===== src/hw/rtl/bcg_pkg.sv =====
// Shared types and codes for the buffer cache lookup block.
// No dependencies; used by the controller, datapath, top level and checker.
package bcg_pkg;

  localparam int IDX_PORT_W = 3;

  localparam logic OP_REQUEST = 1'b0;
  localparam logic OP_LOAD    = 1'b1;

  typedef enum logic [2:0] {
    STS_HIT      = 3'd0,
    STS_HIT_WAIT = 3'd1,
    STS_REASSIGN = 3'd2,
    STS_NO_FREE  = 3'd3,
    STS_DELAYED  = 3'd4,
    STS_LOADED   = 3'd5
  } status_e;

  typedef enum logic {
    ST_IDLE,
    ST_EXEC
  } state_e;

  // Controller to datapath
  typedef struct packed {
    logic capture;
    logic do_load;
    logic do_hit;
    logic do_empty;
    logic do_flush;
    logic do_reassign;
  } cmd_t;

  // Datapath to controller
  typedef struct packed {
    logic is_load;
    logic hit;
    logic q_empty;
    logic head_delayed;
    logic slot_free;
  } stat_t;

endpackage


===== src/hw/rtl/bcg_ctrl.sv =====
// Sequencer for the buffer cache lookup block.
// Depends on bcg_pkg; drives the datapath through cmd_t and reads stat_t.
module bcg_ctrl (
  input  logic           clk_i,
  input  logic           rst_ni,
  input  logic           in_valid_i,
  output logic           in_stall_o,
  input  bcg_pkg::stat_t stat_i,
  output bcg_pkg::cmd_t  cmd_o
);

  bcg_pkg::state_e state_q, state_d;

  always_ff @(posedge clk_i or negedge rst_ni) begin
    if (!rst_ni) begin
      state_q <= bcg_pkg::ST_IDLE;
    end else begin
      state_q <= state_d;
    end
  end

  always_comb begin
    state_d    = state_q;
    cmd_o      = '0;
    in_stall_o = 1'b1;
    unique case (state_q)
      bcg_pkg::ST_IDLE: begin
        in_stall_o = 1'b0;
        if (in_valid_i) begin
          cmd_o.capture = 1'b1;
          state_d       = bcg_pkg::ST_EXEC;
        end
      end
      bcg_pkg::ST_EXEC: begin
        // hold until the result register can take a result
        if (stat_i.slot_free) begin
          if (stat_i.is_load) begin
            cmd_o.do_load = 1'b1;
            state_d       = bcg_pkg::ST_IDLE;
          end else if (stat_i.hit) begin
            cmd_o.do_hit = 1'b1;
            state_d      = bcg_pkg::ST_IDLE;
          end else if (stat_i.q_empty) begin
            cmd_o.do_empty = 1'b1;
            state_d        = bcg_pkg::ST_IDLE;
          end else if (stat_i.head_delayed) begin
            cmd_o.do_flush = 1'b1;
          end else begin
            cmd_o.do_reassign = 1'b1;
            state_d           = bcg_pkg::ST_IDLE;
          end
        end
      end
      default: state_d = bcg_pkg::ST_IDLE;
    endcase
  end

endmodule


===== src/hw/rtl/bcg_dp.sv =====
// Datapath of the buffer cache lookup block: pool entries, free queue
// order, request register and result register. Depends on bcg_pkg.
module bcg_dp #(
  parameter int POOL_SIZE = 8,
  parameter int TAG_BITS  = 32
) (
  input  logic                               clk_i,
  input  logic                               rst_ni,
  input  bcg_pkg::cmd_t                      cmd_i,
  output bcg_pkg::stat_t                     stat_o,
  input  logic                               opcode_i,
  input  logic [bcg_pkg::IDX_PORT_W-1:0]     entry_index_i,
  input  logic [TAG_BITS-1:0]                block_number_i,
  input  logic                               load_busy_i,
  input  logic                               load_delayed_i,
  input  logic                               load_on_free_i,
  output logic                               out_valid_o,
  input  logic                               out_stall_i,
  output logic [2:0]                         status_o,
  output logic [bcg_pkg::IDX_PORT_W-1:0]     out_index_o,
  output logic [TAG_BITS-1:0]                out_block_o,
  output logic [TAG_BITS-1:0]                prior_block_o,
  output logic                               last_o
);

  localparam int IDX_W   = (POOL_SIZE > 1) ? $clog2(POOL_SIZE) : 1;
  localparam int CNT_W   = $clog2(POOL_SIZE + 1);
  localparam int OutIdxW = bcg_pkg::IDX_PORT_W;

  // Fold a raw entry number into the pool range.
  function automatic logic [IDX_W-1:0] wrap_index(input logic [OutIdxW-1:0] raw);
    logic [OutIdxW:0] v;
    v = {1'b0, raw};
    for (int k = 0; k < 4; k++) begin
      if (int'(v) >= POOL_SIZE) v = v - (OutIdxW + 1)'(POOL_SIZE);
    end
    return IDX_W'(v);
  endfunction

  // Request register
  logic                req_op_q;
  logic [IDX_W-1:0]    req_idx_q;
  logic [TAG_BITS-1:0] req_blk_q;
  logic                req_busy_q, req_delayed_q, req_on_free_q;

  // Pool entries; rank_q is the position in the free queue
  logic [TAG_BITS-1:0]  tag_q   [POOL_SIZE];
  logic [TAG_BITS-1:0]  tag_d   [POOL_SIZE];
  logic [IDX_W-1:0]     rank_q  [POOL_SIZE];
  logic [IDX_W-1:0]     rank_d  [POOL_SIZE];
  logic [POOL_SIZE-1:0] valid_q, valid_d, busy_q, busy_d;
  logic [POOL_SIZE-1:0] delayed_q, delayed_d, onq_q, onq_d;
  logic [CNT_W-1:0]     count_q, count_d, count_rm;

  logic             hit, head_found;
  logic [IDX_W-1:0] hit_idx, head_idx, sel_idx, rm_rank;
  logic             rm, emit, slot_free;

  // Result register
  logic                out_valid_q;
  bcg_pkg::status_e    status_q, status_d;
  logic [IDX_W-1:0]    oidx_q, oidx_d;
  logic [TAG_BITS-1:0] oblk_q, oblk_d, prior_q, prior_d;
  logic                last_q, last_d;

  // Associative tag match and free queue head; lowest entry wins
  always_comb begin
    hit        = 1'b0;
    hit_idx    = '0;
    head_found = 1'b0;
    head_idx   = '0;
    for (int i = POOL_SIZE - 1; i >= 0; i--) begin
      if (valid_q[i] && tag_q[i] == req_blk_q) begin
        hit     = 1'b1;
        hit_idx = IDX_W'(i);
      end
      if (onq_q[i] && rank_q[i] == '0) begin
        head_found = 1'b1;
        head_idx   = IDX_W'(i);
      end
    end
  end

  assign sel_idx   = (req_op_q == bcg_pkg::OP_LOAD) ? req_idx_q :
                     (hit ? hit_idx : head_idx);
  assign slot_free = !out_valid_q || !out_stall_i;
  assign emit      = cmd_i.do_load | cmd_i.do_hit | cmd_i.do_empty |
                     cmd_i.do_flush | cmd_i.do_reassign;

  assign stat_o.is_load      = (req_op_q == bcg_pkg::OP_LOAD);
  assign stat_o.hit          = hit;
  assign stat_o.q_empty      = (count_q == '0) || !head_found;
  assign stat_o.head_delayed = delayed_q[head_idx];
  assign stat_o.slot_free    = slot_free;

  // Pool and free queue update
  always_comb begin
    tag_d     = tag_q;
    rank_d    = rank_q;
    valid_d   = valid_q;
    busy_d    = busy_q;
    delayed_d = delayed_q;
    onq_d     = onq_q;
    rm        = (cmd_i.do_load | cmd_i.do_hit | cmd_i.do_flush | cmd_i.do_reassign) &&
                onq_q[sel_idx];
    rm_rank   = rank_q[sel_idx];
    count_rm  = count_q - CNT_W'(rm);
    count_d   = count_q;

    // close the gap left by the removed entry
    for (int i = 0; i < POOL_SIZE; i++) begin
      if (rm && onq_q[i] && rank_q[i] > rm_rank) rank_d[i] = rank_q[i] - IDX_W'(1);
    end
    if (rm) begin
      onq_d[sel_idx] = 1'b0;
      count_d        = count_rm;
    end

    if (cmd_i.do_load) begin
      tag_d[sel_idx]     = req_blk_q;
      valid_d[sel_idx]   = 1'b1;
      busy_d[sel_idx]    = req_busy_q;
      delayed_d[sel_idx] = req_delayed_q;
      if (req_on_free_q && !req_busy_q) begin
        onq_d[sel_idx]  = 1'b1;
        rank_d[sel_idx] = IDX_W'(count_rm);
        count_d         = count_rm + CNT_W'(1);
      end
    end
    if (cmd_i.do_hit) busy_d[sel_idx] = 1'b1;
    if (cmd_i.do_flush) begin
      // clean the head and requeue it at the tail
      delayed_d[sel_idx] = 1'b0;
      onq_d[sel_idx]     = 1'b1;
      rank_d[sel_idx]    = IDX_W'(count_q - CNT_W'(1));
      count_d            = count_q;
    end
    if (cmd_i.do_reassign) begin
      tag_d[sel_idx]   = req_blk_q;
      valid_d[sel_idx] = 1'b1;
      busy_d[sel_idx]  = 1'b1;
    end
  end

  // Result selection
  always_comb begin
    status_d = bcg_pkg::STS_NO_FREE;
    oidx_d   = '0;
    oblk_d   = '0;
    prior_d  = '0;
    last_d   = 1'b1;
    if (cmd_i.do_load) begin
      status_d = bcg_pkg::STS_LOADED;
      oidx_d   = sel_idx;
      oblk_d   = req_blk_q;
    end else if (cmd_i.do_hit) begin
      status_d = busy_q[sel_idx] ? bcg_pkg::STS_HIT_WAIT : bcg_pkg::STS_HIT;
      oidx_d   = sel_idx;
      oblk_d   = req_blk_q;
    end else if (cmd_i.do_flush) begin
      status_d = bcg_pkg::STS_DELAYED;
      oidx_d   = sel_idx;
      oblk_d   = tag_q[sel_idx];
      last_d   = 1'b0;
    end else if (cmd_i.do_reassign) begin
      status_d = bcg_pkg::STS_REASSIGN;
      oidx_d   = sel_idx;
      oblk_d   = req_blk_q;
      prior_d  = tag_q[sel_idx];
    end
  end

  always_ff @(posedge clk_i or negedge rst_ni) begin
    if (!rst_ni) begin
      valid_q     <= '0;
      busy_q      <= '0;
      delayed_q   <= '0;
      onq_q       <= '0;
      count_q     <= '0;
      out_valid_q <= 1'b0;
      for (int i = 0; i < POOL_SIZE; i++) rank_q[i] <= '0;
    end else begin
      valid_q   <= valid_d;
      busy_q    <= busy_d;
      delayed_q <= delayed_d;
      onq_q     <= onq_d;
      count_q   <= count_d;
      rank_q    <= rank_d;
      if (emit) begin
        out_valid_q <= 1'b1;
      end else if (!out_stall_i) begin
        out_valid_q <= 1'b0;
      end
    end
  end

  always_ff @(posedge clk_i) begin
    tag_q <= tag_d;
    if (cmd_i.capture) begin
      req_op_q      <= opcode_i;
      req_idx_q     <= wrap_index(entry_index_i);
      req_blk_q     <= block_number_i;
      req_busy_q    <= load_busy_i;
      req_delayed_q <= load_delayed_i;
      req_on_free_q <= load_on_free_i;
    end
    if (emit) begin
      status_q <= status_d;
      oidx_q   <= oidx_d;
      oblk_q   <= oblk_d;
      prior_q  <= prior_d;
      last_q   <= last_d;
    end
  end

  assign out_valid_o   = out_valid_q;
  assign status_o      = status_q;
  assign out_index_o   = OutIdxW'(oidx_q);
  assign out_block_o   = oblk_q;
  assign prior_block_o = prior_q;
  assign last_o        = last_q;

endmodule


===== src/hw/rtl/buffer_cache_getblk.sv =====
// Buffer cache block lookup: top level joining sequencer and datapath.
// Depends on bcg_pkg, bcg_ctrl and bcg_dp.
//
// Usage:
//   The request channel (in_valid_i / in_stall_o) carries either a load
//   request (opcode 1), which sets up one pool entry, or a block request
//   (opcode 0), which looks up a block by tag and, on a miss, takes the
//   free queue head. The result channel (out_valid_o / out_stall_i) returns
//   one result per load, hit, clean miss or empty free queue, preceded by
//   one delayed-write result (last_o low) for each dirty head written back
//   on the way. A request is held in the request register, and each of its
//   results is registered in the result register. The sequencer takes one
//   request at a time, holding in_stall_o high until it is done, and retires
//   one free queue head or lookup per cycle while the result register is
//   free, so a stalled receiver holds back the next head or lookup.
//   Reset clears all entry flags and empties the free queue; there is no
//   clearing pass, so requests are taken from the first cycle after reset.
//   While the receiver stalls, the current result holds in the output
//   register; the next request is still accepted, and its processing
//   waits until the output register frees up.
module buffer_cache_getblk #(
  parameter int POOL_SIZE = 8,
  parameter int TAG_BITS  = 32
) (
  input  logic                           clk_i,
  input  logic                           rst_ni,
  input  logic                           in_valid_i,
  output logic                           in_stall_o,
  input  logic                           opcode_i,
  input  logic [bcg_pkg::IDX_PORT_W-1:0] entry_index_i,
  input  logic [TAG_BITS-1:0]            block_number_i,
  input  logic                           load_busy_i,
  input  logic                           load_delayed_i,
  input  logic                           load_on_free_i,
  output logic                           out_valid_o,
  input  logic                           out_stall_i,
  output logic [2:0]                     status_o,
  output logic [bcg_pkg::IDX_PORT_W-1:0] out_index_o,
  output logic [TAG_BITS-1:0]            out_block_o,
  output logic [TAG_BITS-1:0]            prior_block_o,
  output logic                           last_o
);

  // command and status between sequencer and datapath
  bcg_pkg::cmd_t  cmd;
  bcg_pkg::stat_t stat;

  bcg_ctrl u_ctrl (
    .clk_i      (clk_i),
    .rst_ni     (rst_ni),
    .in_valid_i (in_valid_i),
    .in_stall_o (in_stall_o),
    .stat_i     (stat),
    .cmd_o      (cmd)
  );

  bcg_dp #(
    .POOL_SIZE (POOL_SIZE),
    .TAG_BITS  (TAG_BITS)
  ) u_dp (
    .clk_i          (clk_i),
    .rst_ni         (rst_ni),
    .cmd_i          (cmd),
    .stat_o         (stat),
    .opcode_i       (opcode_i),
    .entry_index_i  (entry_index_i),
    .block_number_i (block_number_i),
    .load_busy_i    (load_busy_i),
    .load_delayed_i (load_delayed_i),
    .load_on_free_i (load_on_free_i),
    .out_valid_o    (out_valid_o),
    .out_stall_i    (out_stall_i),
    .status_o       (status_o),
    .out_index_o    (out_index_o),
    .out_block_o    (out_block_o),
    .prior_block_o  (prior_block_o),
    .last_o         (last_o)
  );

endmodule


===== config.mk =====
export PLATFORM = sky130hd
export DESIGN_NAME = buffer_cache_getblk
export DESIGN_NICKNAME = d
export VERILOG_FILES = /design/src/hw/rtl/bcg_pkg.sv /design/src/hw/rtl/bcg_ctrl.sv /design/src/hw/rtl/bcg_dp.sv /design/src/hw/rtl/buffer_cache_getblk.sv
export SDC_FILE = /design/constraint.sdc
export NUM_CORES = 1
export LEC_CHECK = 0
export BUFFER_PORTS_ARGS = -buffer_cell sky130_fd_sc_hd__buf_2
export CAP_MARGIN = 25
export CORE_UTILIZATION = 56
export CTS_CLUSTER_SIZE = 8
export DETAILED_ROUTE_END_ITERATION = 10
export PLACE_DENSITY = 0.87
export SYNTH_ARGS = -nofsm -noshare
export SYNTH_HDL_FRONTEND = slang
export SYNTH_HIERARCHICAL = 1
export SYNTH_SLANG_ARGS = --single-unit

===== constraint.sdc =====
create_clock -name clk_i -period 5.4 [get_ports clk_i]
set_clock_uncertainty 0.15 [all_clocks]
set_input_delay 1.08 -clock clk_i [delete_from_list [all_inputs] [get_ports clk_i]]
set_output_delay 1.08 -clock clk_i [all_outputs]
set_load 0.02 [all_outputs]

# ---- Word-level counts from Yosys, hierarchy flattened
# Cells that the tools add are included.
dict set report word_totals {
  ff_bits 428
  output_inout_bits 73
}
dict set report classes {
  addsub 11
  magnitude_cmp 13
  eq_ne 9
  muxes 118
  bitwise 18
  reduce_logical 53
}
# op n
set ops {}
lappend ops {{256-bit bitwise mux} 2}
lappend ops {{256-bit two-way mux} 2}
lappend ops {{32-bit == test} 8}
lappend ops {{32-bit two-way mux} 7}
lappend ops {{3-bit two-way mux} 36}
lappend ops {{32-bit binary-select mux with 3-bit select} 1}
lappend ops {{32-bit demux with 3-bit select} 1}
lappend ops {{8-bit two-way mux} 11}
lappend ops {{24-bit two-way mux} 3}
lappend ops {{24-bit bitwise mux} 2}
lappend ops {{8-bit OR} 6}
lappend ops {{1-bit two-way mux} 37}
lappend ops {{1-bit logical AND} 36}
lappend ops {{3-bit by 1-bit subtractor with 3-bit output, second input constant} 9}
lappend ops {{3-bit greater-than comparator} 8}
lappend ops {{3-bit zero test} 8}
lappend ops {{8-bit AND} 2}
lappend ops {{8-bit bitwise mux} 2}
lappend ops {{4-bit two-way mux} 4}
lappend ops {{5-bit two-way mux} 2}
lappend ops {{1-bit binary-select mux with 3-bit select} 3}
lappend ops {{3-bit binary-select mux with 3-bit select} 1}
lappend ops {{3-bit demux with 3-bit select} 1}
lappend ops {{3-bit by 4-bit less-than comparator with 1-bit output, second input constant} 2}
lappend ops {{other kinds (18)} 28}

# ---- Logic depth before layout (Yosys ltp)
# Gate-level depths: netlist of the first run.
dict set report logic_depth {
  depth_word 30
  mapped_depth 28
  ltp_nobuf 25
}

# ---- Cells and area by module
# The synthesis of the first run kept the hierarchy.
# module instances cells_per_inst area_each_um2 seq_area_each_um2
set modules_own_cells {}
lappend modules_own_cells {bcg_dp 1 2288 23019.6 9954.5}
lappend modules_own_cells {bcg_ctrl 1 12 101.3 25.0}

# ---- Least setup slack after synthesis of the first run
# No wires, ideal clock.
dict set report synth_path {
  path_type {register to register}
  start {register u_dp.req_blk_q[20]}
  end {register u_dp/rank_q[21] (netlist name)}
  setup_ns 0.126
  arrival_ns 5.364
  setup_slack_ns -0.241
  path_stages_with_launch 21
  n_path_buf 5
  period_less_slack_ns 5.641
  path_cell_list {edfxtp_1 > buf_2 > xor2_1 > nor4_1 > nand4_1 > or4_1 > nor2b_4 > o2111ai_2 > a31o_1 > buf_6 > clkbuf_1 > buf_1 > buf_1 > mux4_2 > mux2i_1 > ha_1 > a32o_1 > a41oi_1 > o311a_1 > mux2i_1 > a311o_1}
}
# item line_no
set synth_lines {}
lappend synth_lines {{from (decl)} bcg_dp.sv:43} ;# logic [TAG_BITS-1:0] req_blk_q;
lappend synth_lines {{from (signal assigned)} bcg_dp.sv:202} ;# req_blk_q <= block_number_i;
lappend synth_lines {{to (signal assigned)} bcg_dp.sv:188} ;# rank_q <= rank_d;
lappend synth_lines {{to (decl)} bcg_dp.sv:49} ;# logic [IDX_W-1:0] rank_q [POOL_SIZE];

# ---- Worst setup path after layout of the first run
dict set report layout_path {
  start {register u_dp.req_blk_q[16]}
  end {register u_dp.oblk_q[18], in the netlist u_dp/out_block_o[18], data pin}
}
dict set report layout_between {
  elab_chain_len 19
}
# item line_no
set layout_lines {}
lappend layout_lines {{32-bit == test} bcg_dp.sv:73} ;# if (valid_q[i] && tag_q[i] == req_blk_q) begin
lappend layout_lines {{1-bit logical AND} bcg_dp.sv:73}
lappend layout_lines {{3-bit two-way mux or 1-bit two-way mux (tied branches) (8 in series)} bcg_dp.sv:73}
lappend layout_lines {{3-bit two-way mux} bcg_dp.sv:85} ;# (hit ? hit_idx : head_idx);
lappend layout_lines {{3-bit two-way mux} bcg_dp.sv:84} ;# assign sel_idx = (req_op_q == bcg_pkg::OP_LOAD) ? req_idx_q :
lappend layout_lines {{3-bit inverter with 4-bit output (implied by the code)} bcg_dp.sv:163} ;# oblk_d = tag_q[sel_idx];
lappend layout_lines {{32-bit binary-select mux with 3-bit select} bcg_dp.sv:163}
lappend layout_lines {{32-bit two-way mux (implied by the code) (2 in series)} bcg_dp.sv:163}
lappend layout_lines {{32-bit two-way mux} bcg_dp.sv:160} ;# end else if (cmd_i.do_flush) begin
lappend layout_lines {{32-bit two-way mux (*)} bcg_dp.sv:156} ;# end else if (cmd_i.do_hit) begin
lappend layout_lines {{32-bit two-way mux (*)} bcg_dp.sv:152} ;# if (cmd_i.do_load) begin
lappend layout_lines {{via u_dp.oblk_d[18]} bcg_dp.sv:63} ;# logic [TAG_BITS-1:0] oblk_q, oblk_d, prior_q, prior_d;
lappend layout_lines {{to (signal assigned)} bcg_dp.sv:210} ;# oblk_q <= oblk_d;
lappend layout_lines {{to (decl)} bcg_dp.sv:63}
# Mark *: on every way through the listed nets, which the timed path passes. The rest lies on a longest branch. The select of a mux whose other input is x is not followed.
# A chain may end at the register's enable or synchronous reset.

==> impl_metrics.toml, run 1 <==
[run_status]
status = "complete, no violations"

[timing]
setup_viol = 0
max_freq_mhz = 187
rsz0062_at_grt = "true"
period_share = 0.989
period_needed_ns = 5.34
drv_slew = 0
tightest_slew_ns = 0.961
hold_viol_final = 0
slew-limit-headroom = 0.358

[drt]
avgRoutedWirePerCell_um = 31.6
wl_um = 102000
viasPerCell = 6.69
drc = 0
antenna_left = 0
drt_iter0_markers = 3112
dr.pass1.iters = 6
dr_total_vias = 21600

[global_route]
grt_max_degree = 51
grt_pass1_vias = 20700
grt_pass1_wl_um = 142000
globalRouteOverflowTotal = 0
antenna_found_initial = 1
grt.total_usage = 0.475

[die]
core_um2 = 40700
die_y_um = 205
rows = 74
die_width_um = 205
start_util = 0.568
die_area_um2 = 42100
pin_count = 116

[placement]
post-dp-hpwl_um = 74500
dp.cells = 3093
gp_congestion = 1.15
placement.io_buffers = 115

[synthesis]
syn_avg_cell_area_um2 = 10.1
synth_edf_count = 110
ys.flop_type = "dfxtp_1"
yosysSeqAreaShare = 0.432
synth-warning-count = 6
async_reset_ff_frac = 0.145
syn_nets = 2379
ys_ff_latch = 428
synthDistinctLibCells = 99
syn_area_um2 = 23100
postSynthCellCount = 2300

[clocking]
htreeDepth = 2
cts_buffers = 60
path_clk_slew_ns = 0.05
clock_latency_ns = 0.64
cts_root_buf = "clkbuf_16"
cts_tree = "built"
clockBufferDepth = 3
clock_sinks = 428

[cells_and_area]
nets = 2732
final_cell_mix = "buf_4 (307), nand2_1 (286), mux2_2 (258), dfxtp_1 (256), xor2_1 (138)"
final_util = 0.704
syn_to_final_growth_pct = 24.0
drive_gt1_frac = 0.327
final_common_cell = "buf_4"
final_cells = 3235

[critical_path]
path_cells = "buf_4, xor2_1, nor4_1, nand4_1, nor4_1, buf_4, and4b_1, buf_4, a211o_1, nand2_4, buf_4, buf_4, mux2i_1, o21ai_0, a21oi_1, o21ai_0, a22o_1"
path_max_fanout = 35
cp_common_cell = "buf_4"
worst_setup_path_start_kind = "register"
r2r_cells = 17
cp.arrival_ns = 5.57
cpMaxStageDelayCell = "buf_4"
slowest_delay_ns = 0.52
crit_path_end_kind = "register"
critical_path_class = "reg -> reg"
cp.required_ns = 5.63

[pwr]
power_leakage_nw = 11.7
total_power_mw = 20.1
vdd_drop_max_mv = 0.501
power_density_nw_per_um2 = 700

[worst_hold_path]
hold_depth = 1
hold_path_class = "reg -> reg"

[flow_run]
drv_cap = 0
## power by group
part | total, mW | leakage, nW | internal [mW] | switching, mW
logic | 10.2 | 6.91 | 4.03 | 6.18
clock network | 3.62 | 0.839 | 2.11 | 1.51
registers | 6.25 | 3.91 | 4.86 | 1.39
## cells by family (layout without fill, tap and decap cells)
group	after synthesis	in the layout	synth area share
adder cells (fa/ha/maj)	36	36	0.0195
buffers and inverters	210	610	0.0403
AO/OA/AOI/OAI	357	357	0.109
XOR/XNOR	259	259	0.0981
AND/OR/NAND/NOR	703	704	0.150
flip-flops	428	428	0.432
multiplexers	307	307	0.152
other	0	2	0
## what timing repair did
action	CTS	global route
cloned	0	1
resized for setup	2	55
setup endpoints to repair	11	31
pin swaps	0	17
buffers inserted	1	28
hold buffers	0	0
## stage by stage
step	setup TNS [ns]	hold WS (ns)	cell area (um^2)	setup WS, ns
floorplan	0	0.292	23100	0.0399
global placement	0	0.311	26300	0.0137
detailed placement	-0.0401	0.309	26300	-0.0151
CTS	0	0.319	28100	0.0500
global route	-0.464	0.357	28700	-0.137
finish	0	0.325	28700	0.0613
## path summary, 6_finish.rpt
check                              startpoint              endpoint  slack, ns
setup reg to reg           u_dp/req_blk_q[16]  u_dp/out_block_o[18]       0.06
setup / recovery           u_dp/req_blk_q[16]  u_dp/out_block_o[18]       0.06
min in group asynchronous              rst_ni        u_dp/rank_q[7]       0.38
hold / removal                u_dp/count_q[3]       u_dp/count_q[3]       0.32
hold reg to reg               u_dp/count_q[3]       u_dp/count_q[3]       0.32
max in group asynchronous              rst_ni       u_dp/valid_q[2]       3.68
## sequential cells by signal (all words and copies together) (netlist names), 3 cells and up
| signal | flops |
|---|---|
| u_dp/busy_q | 8 |
| u_dp/req_idx_q | 3 |
| u_dp/prior_block_o | 32 |
| u_dp/onq_q | 8 |
| u_dp/rank_q | 24 |
| u_dp/valid_q | 8 |
| u_dp/out_index_o | 3 |
| u_dp/req_blk_q | 32 |
| u_dp/out_block_o | 32 |
| u_dp/delayed_q | 8 |
| u_dp/status_o | 3 |
| u_dp/tag_q | 256 |
| u_dp/count_q | 4 |
## routing by layer
metal / vias up / GRT usage / share of wire
li1: 9029 / - / -
met1: 10600 / 0.594 / 0.37
met2: 1626 / 0.694 / 0.42
met3: 405 / 0.150 / 0.13
met4: 0 / 0.335 / 0.077
met5: - / 0 / 0
## synth_stat cells (all sizes together), types with 15 or more instances
master,count,area (um^2)
a21oi,67,335
a221oi,17,149
a22o,16,140
a31oi,20,140
buf,70,405
clkbuf,89,334
dfrtp,62,1550
dfxtp,256,5120
edfxtp,110,3300
ha,36,450
inv,50,188
mux2,259,2920
mux2i,40,404
nand2,287,1080
nand2b,17,106
nand3,36,180
nand4,53,332
nor2,100,378
nor2b,27,176
nor3,31,160
nor4,72,450
o2111ai,15,138
o21ai,80,400
xnor2,106,928
xor2,153,1340
## layout make-up
class	count	area, um^2
inverters	51	191
clock buffers	105	1690
diodes	2	5.00
clock inverters	5	78.8
repair buffers	449	3390
fillers	2854	12100
flip-flops and latches	428	9980
well taps	532	666
multi-input cells	1663	12700
## critical path, delay by kind of cell, from the launching register on
family	cells	cell delay [ns]
xor gates and xnor gates	1	0.21
and+or+nand+nor	5	1.25
buffers and inverters	5	1.54
DFF	1	0.48
muxes	1	0.30
AOI/OAI and AO/OA	5	1.11
(Power assumes the default switching activity.)
==> run 2: changes to the inputs <==
--- a/config.mk
+++ b/config.mk
@@ -11,6 +11,7 @@
 export CTS_CLUSTER_SIZE = 8
 export DETAILED_ROUTE_END_ITERATION = 10
 export PLACE_DENSITY = 0.87
+export REMOVE_ABC_BUFFERS = 1
 export SYNTH_ARGS = -nofsm -noshare
 export SYNTH_HDL_FRONTEND = slang
 export SYNTH_HIERARCHICAL = 1
==> impl_metrics.toml, run 2 (synthesis results as in run 1) <==
[cells_and_area]
nets = 2765
largest_register_ffs = 256
final_common_cell = "buf_4"
largest_register = "u_dp/tag_q"
final_area_um2 = 29000
final_util = 0.713
final_cells = 3269
drive_gt1_frac = 0.340
syn_to_final_growth_pct = 25.5
nFillCells = 2868
final_cell_mix = "buf_4 (338), nand2_1 (286), mux2_2 (258), dfxtp_1 (256), xor2_1 (137)"

[critical_path]
cp.required_ns = 5.74
path_max_fanout = 17
r2r_cells = 19
timing.rr.end = "u_dp/rank_q[6]"
worst_setup_path_start_kind = "register"
cp.arrival_ns = 5.63
crit_path_end_kind = "register"
ff2ff_setup_slack_ns = 0.10
critical_path_class = "reg -> reg"
reg2reg_from = "u_dp/req_blk_q[0]"

[clocking]
clock_latency_ns = 0.63
htreeDepth = 2
clockBufferDepth = 3
cts_tree = "built"
clock_sinks = 428
path_clk_slew_ns = 0.06
cts_buffers = 59
cts_root_buf = "clkbuf_16"

[die]
core_um2 = 40700
pin_count = 116
die_width_um = 205
die_area_um2 = 42100
rows = 74
die_y_um = 205
start_util = 0.568

[timing]
period_needed_ns = 5.30
slew-limit-headroom = 0.443
timing.hold.ws_ns = 0.347
hold_viol_final = 0
max_freq_mhz = 189
tightest_slew_ns = 0.832
drv_slew = 0
fin_tns_setup_ns = 0
period_share = 0.981
setup_viol = 0
timing.final.ws_setup_ns = 0.103

[global_route]
grt_pass1_vias = 20800
antenna_found_initial = 4
grt_max_degree = 47
globalRouteOverflowTotal = 0
grt.total_usage = 0.456
grt_pass1_wl_um = 139000

[drt]
drc = 0
antenna_left = 0
avgRoutedWirePerCell_um = 30.1
dr_total_vias = 21500
wl_um = 98300
drt_iter0_markers = 2580
viasPerCell = 6.59
dr.pass1.iters = 6

[worst_hold_path]
whs_endpoint = "u_dp/busy_q[2]"
hold_path_class = "reg -> reg"
worstHoldStart = "u_dp/busy_q[2]"
hold_depth = 1

[placement]
placement.io_buffers = 115
post-dp-hpwl_um = 71700
dp.cells = 3124
postPlaceCellArea_um2 = 26600
post-place-ws_ns = -0.360
gp_congestion = 1.04

[run_status]
status = "complete, no violations"

[flow_run]
drv_cap = 0

[pwr]
power_leakage_nw = 11.8
vdd_drop_max_mv = 0.495
total_power_mw = 20.0
power_density_nw_per_um2 = 688
run 2: cell count changes in the layout (fill, tap and decap cells not counted), moves of 3 or more:
cell	change
buf_4	+31
nor4_1	-6
nor4_2	+3
nor4_4	+3
run 2: worst max-delay path by stage:
stage	startpoint	to	slack (ns)	cells after the start
2_1_floorplan	u_dp/req_blk_q[17]	u_dp/rank_q[17]	-2.43	18
3_3_place_gp	u_dp/req_blk_q[12]	u_dp/rank_q[23]	-0.18	22
3_5_place_dp	u_dp/req_blk_q[12]	u_dp/rank_q[23]	-0.36	22
4_1_cts	u_dp/req_blk_q[12]	u_dp/rank_q[23]	-0.02	22
5_1_grt	u_dp/req_blk_q[1]	u_dp/rank_q[6]	-0.05	20
6_report	u_dp/req_blk_q[0]	u_dp/rank_q[6]	0.10	19
run 2: report_power, final:
part,switching [mW],total [mW],internal [mW]
Combinational,6.03,10.2,4.19
Sequential,1.38,6.24,4.86
Clock,1.46,3.51,2.04
Total,8.87,20.0,11.1
run 2: per-layer routing:
| metal | GRT usage | vias to the layer above | routed length, um |
|---|---|---|---|
| met5 | 0 | - | 0 |
| met4 | 0.326 | 0 | 8260 |
| met3 | 0.113 | 427 | 10200 |
| met2 | 0.722 | 1445 | 44400 |
| met1 | 0.542 | 10600 | 35400 |
| li1 | - | 9103 | - |
run 2: worst max-delay path, cell delays in order (launching register included):
cell and delay, ns:
edfxtp_1 0.42, buf_12 0.18, xnor2_1 0.39, nand4_1 0.15
or3b_1 0.39, or3_1 0.36, and4b_2 0.28, buf_4 0.16
a211o_4 0.36, nand2_4 0.12, mux4_2 0.52, mux2i_2 0.18
buf_4 0.17, buf_4 0.11, ha_1 0.24, inv_2 0.07
a2111oi_0 0.05, or3_1 0.43, and4_1 0.17, a221o_1 0.28
run 2: cell type report:
| type | count | area (um^2) | share of cell area |
|---|---|---|---|
| Antenna cell | 3 | 7.51 | 0.000259 |
| Clock buffer | 105 | 1650 | 0.0568 |
| Clock inverter | 4 | 67.6 | 0.00233 |
| Inverter | 51 | 191 | 0.00660 |
| Multi-Input combinational cell | 1663 | 12800 | 0.440 |
| Sequential cell | 428 | 9980 | 0.344 |
| Tap cell | 532 | 666 | 0.0229 |
| Timing Repair Buffer | 483 | 3690 | 0.127 |
run 2: repair_timing:
action | in CTS | in global routing
resized for setup | 14 | 68
hold buffers | 0 | 0
buffers inserted | 0 | 31
setup endpoints to repair | 25 | 25
pin swaps | 1 | 26
cloned | 0 | 2
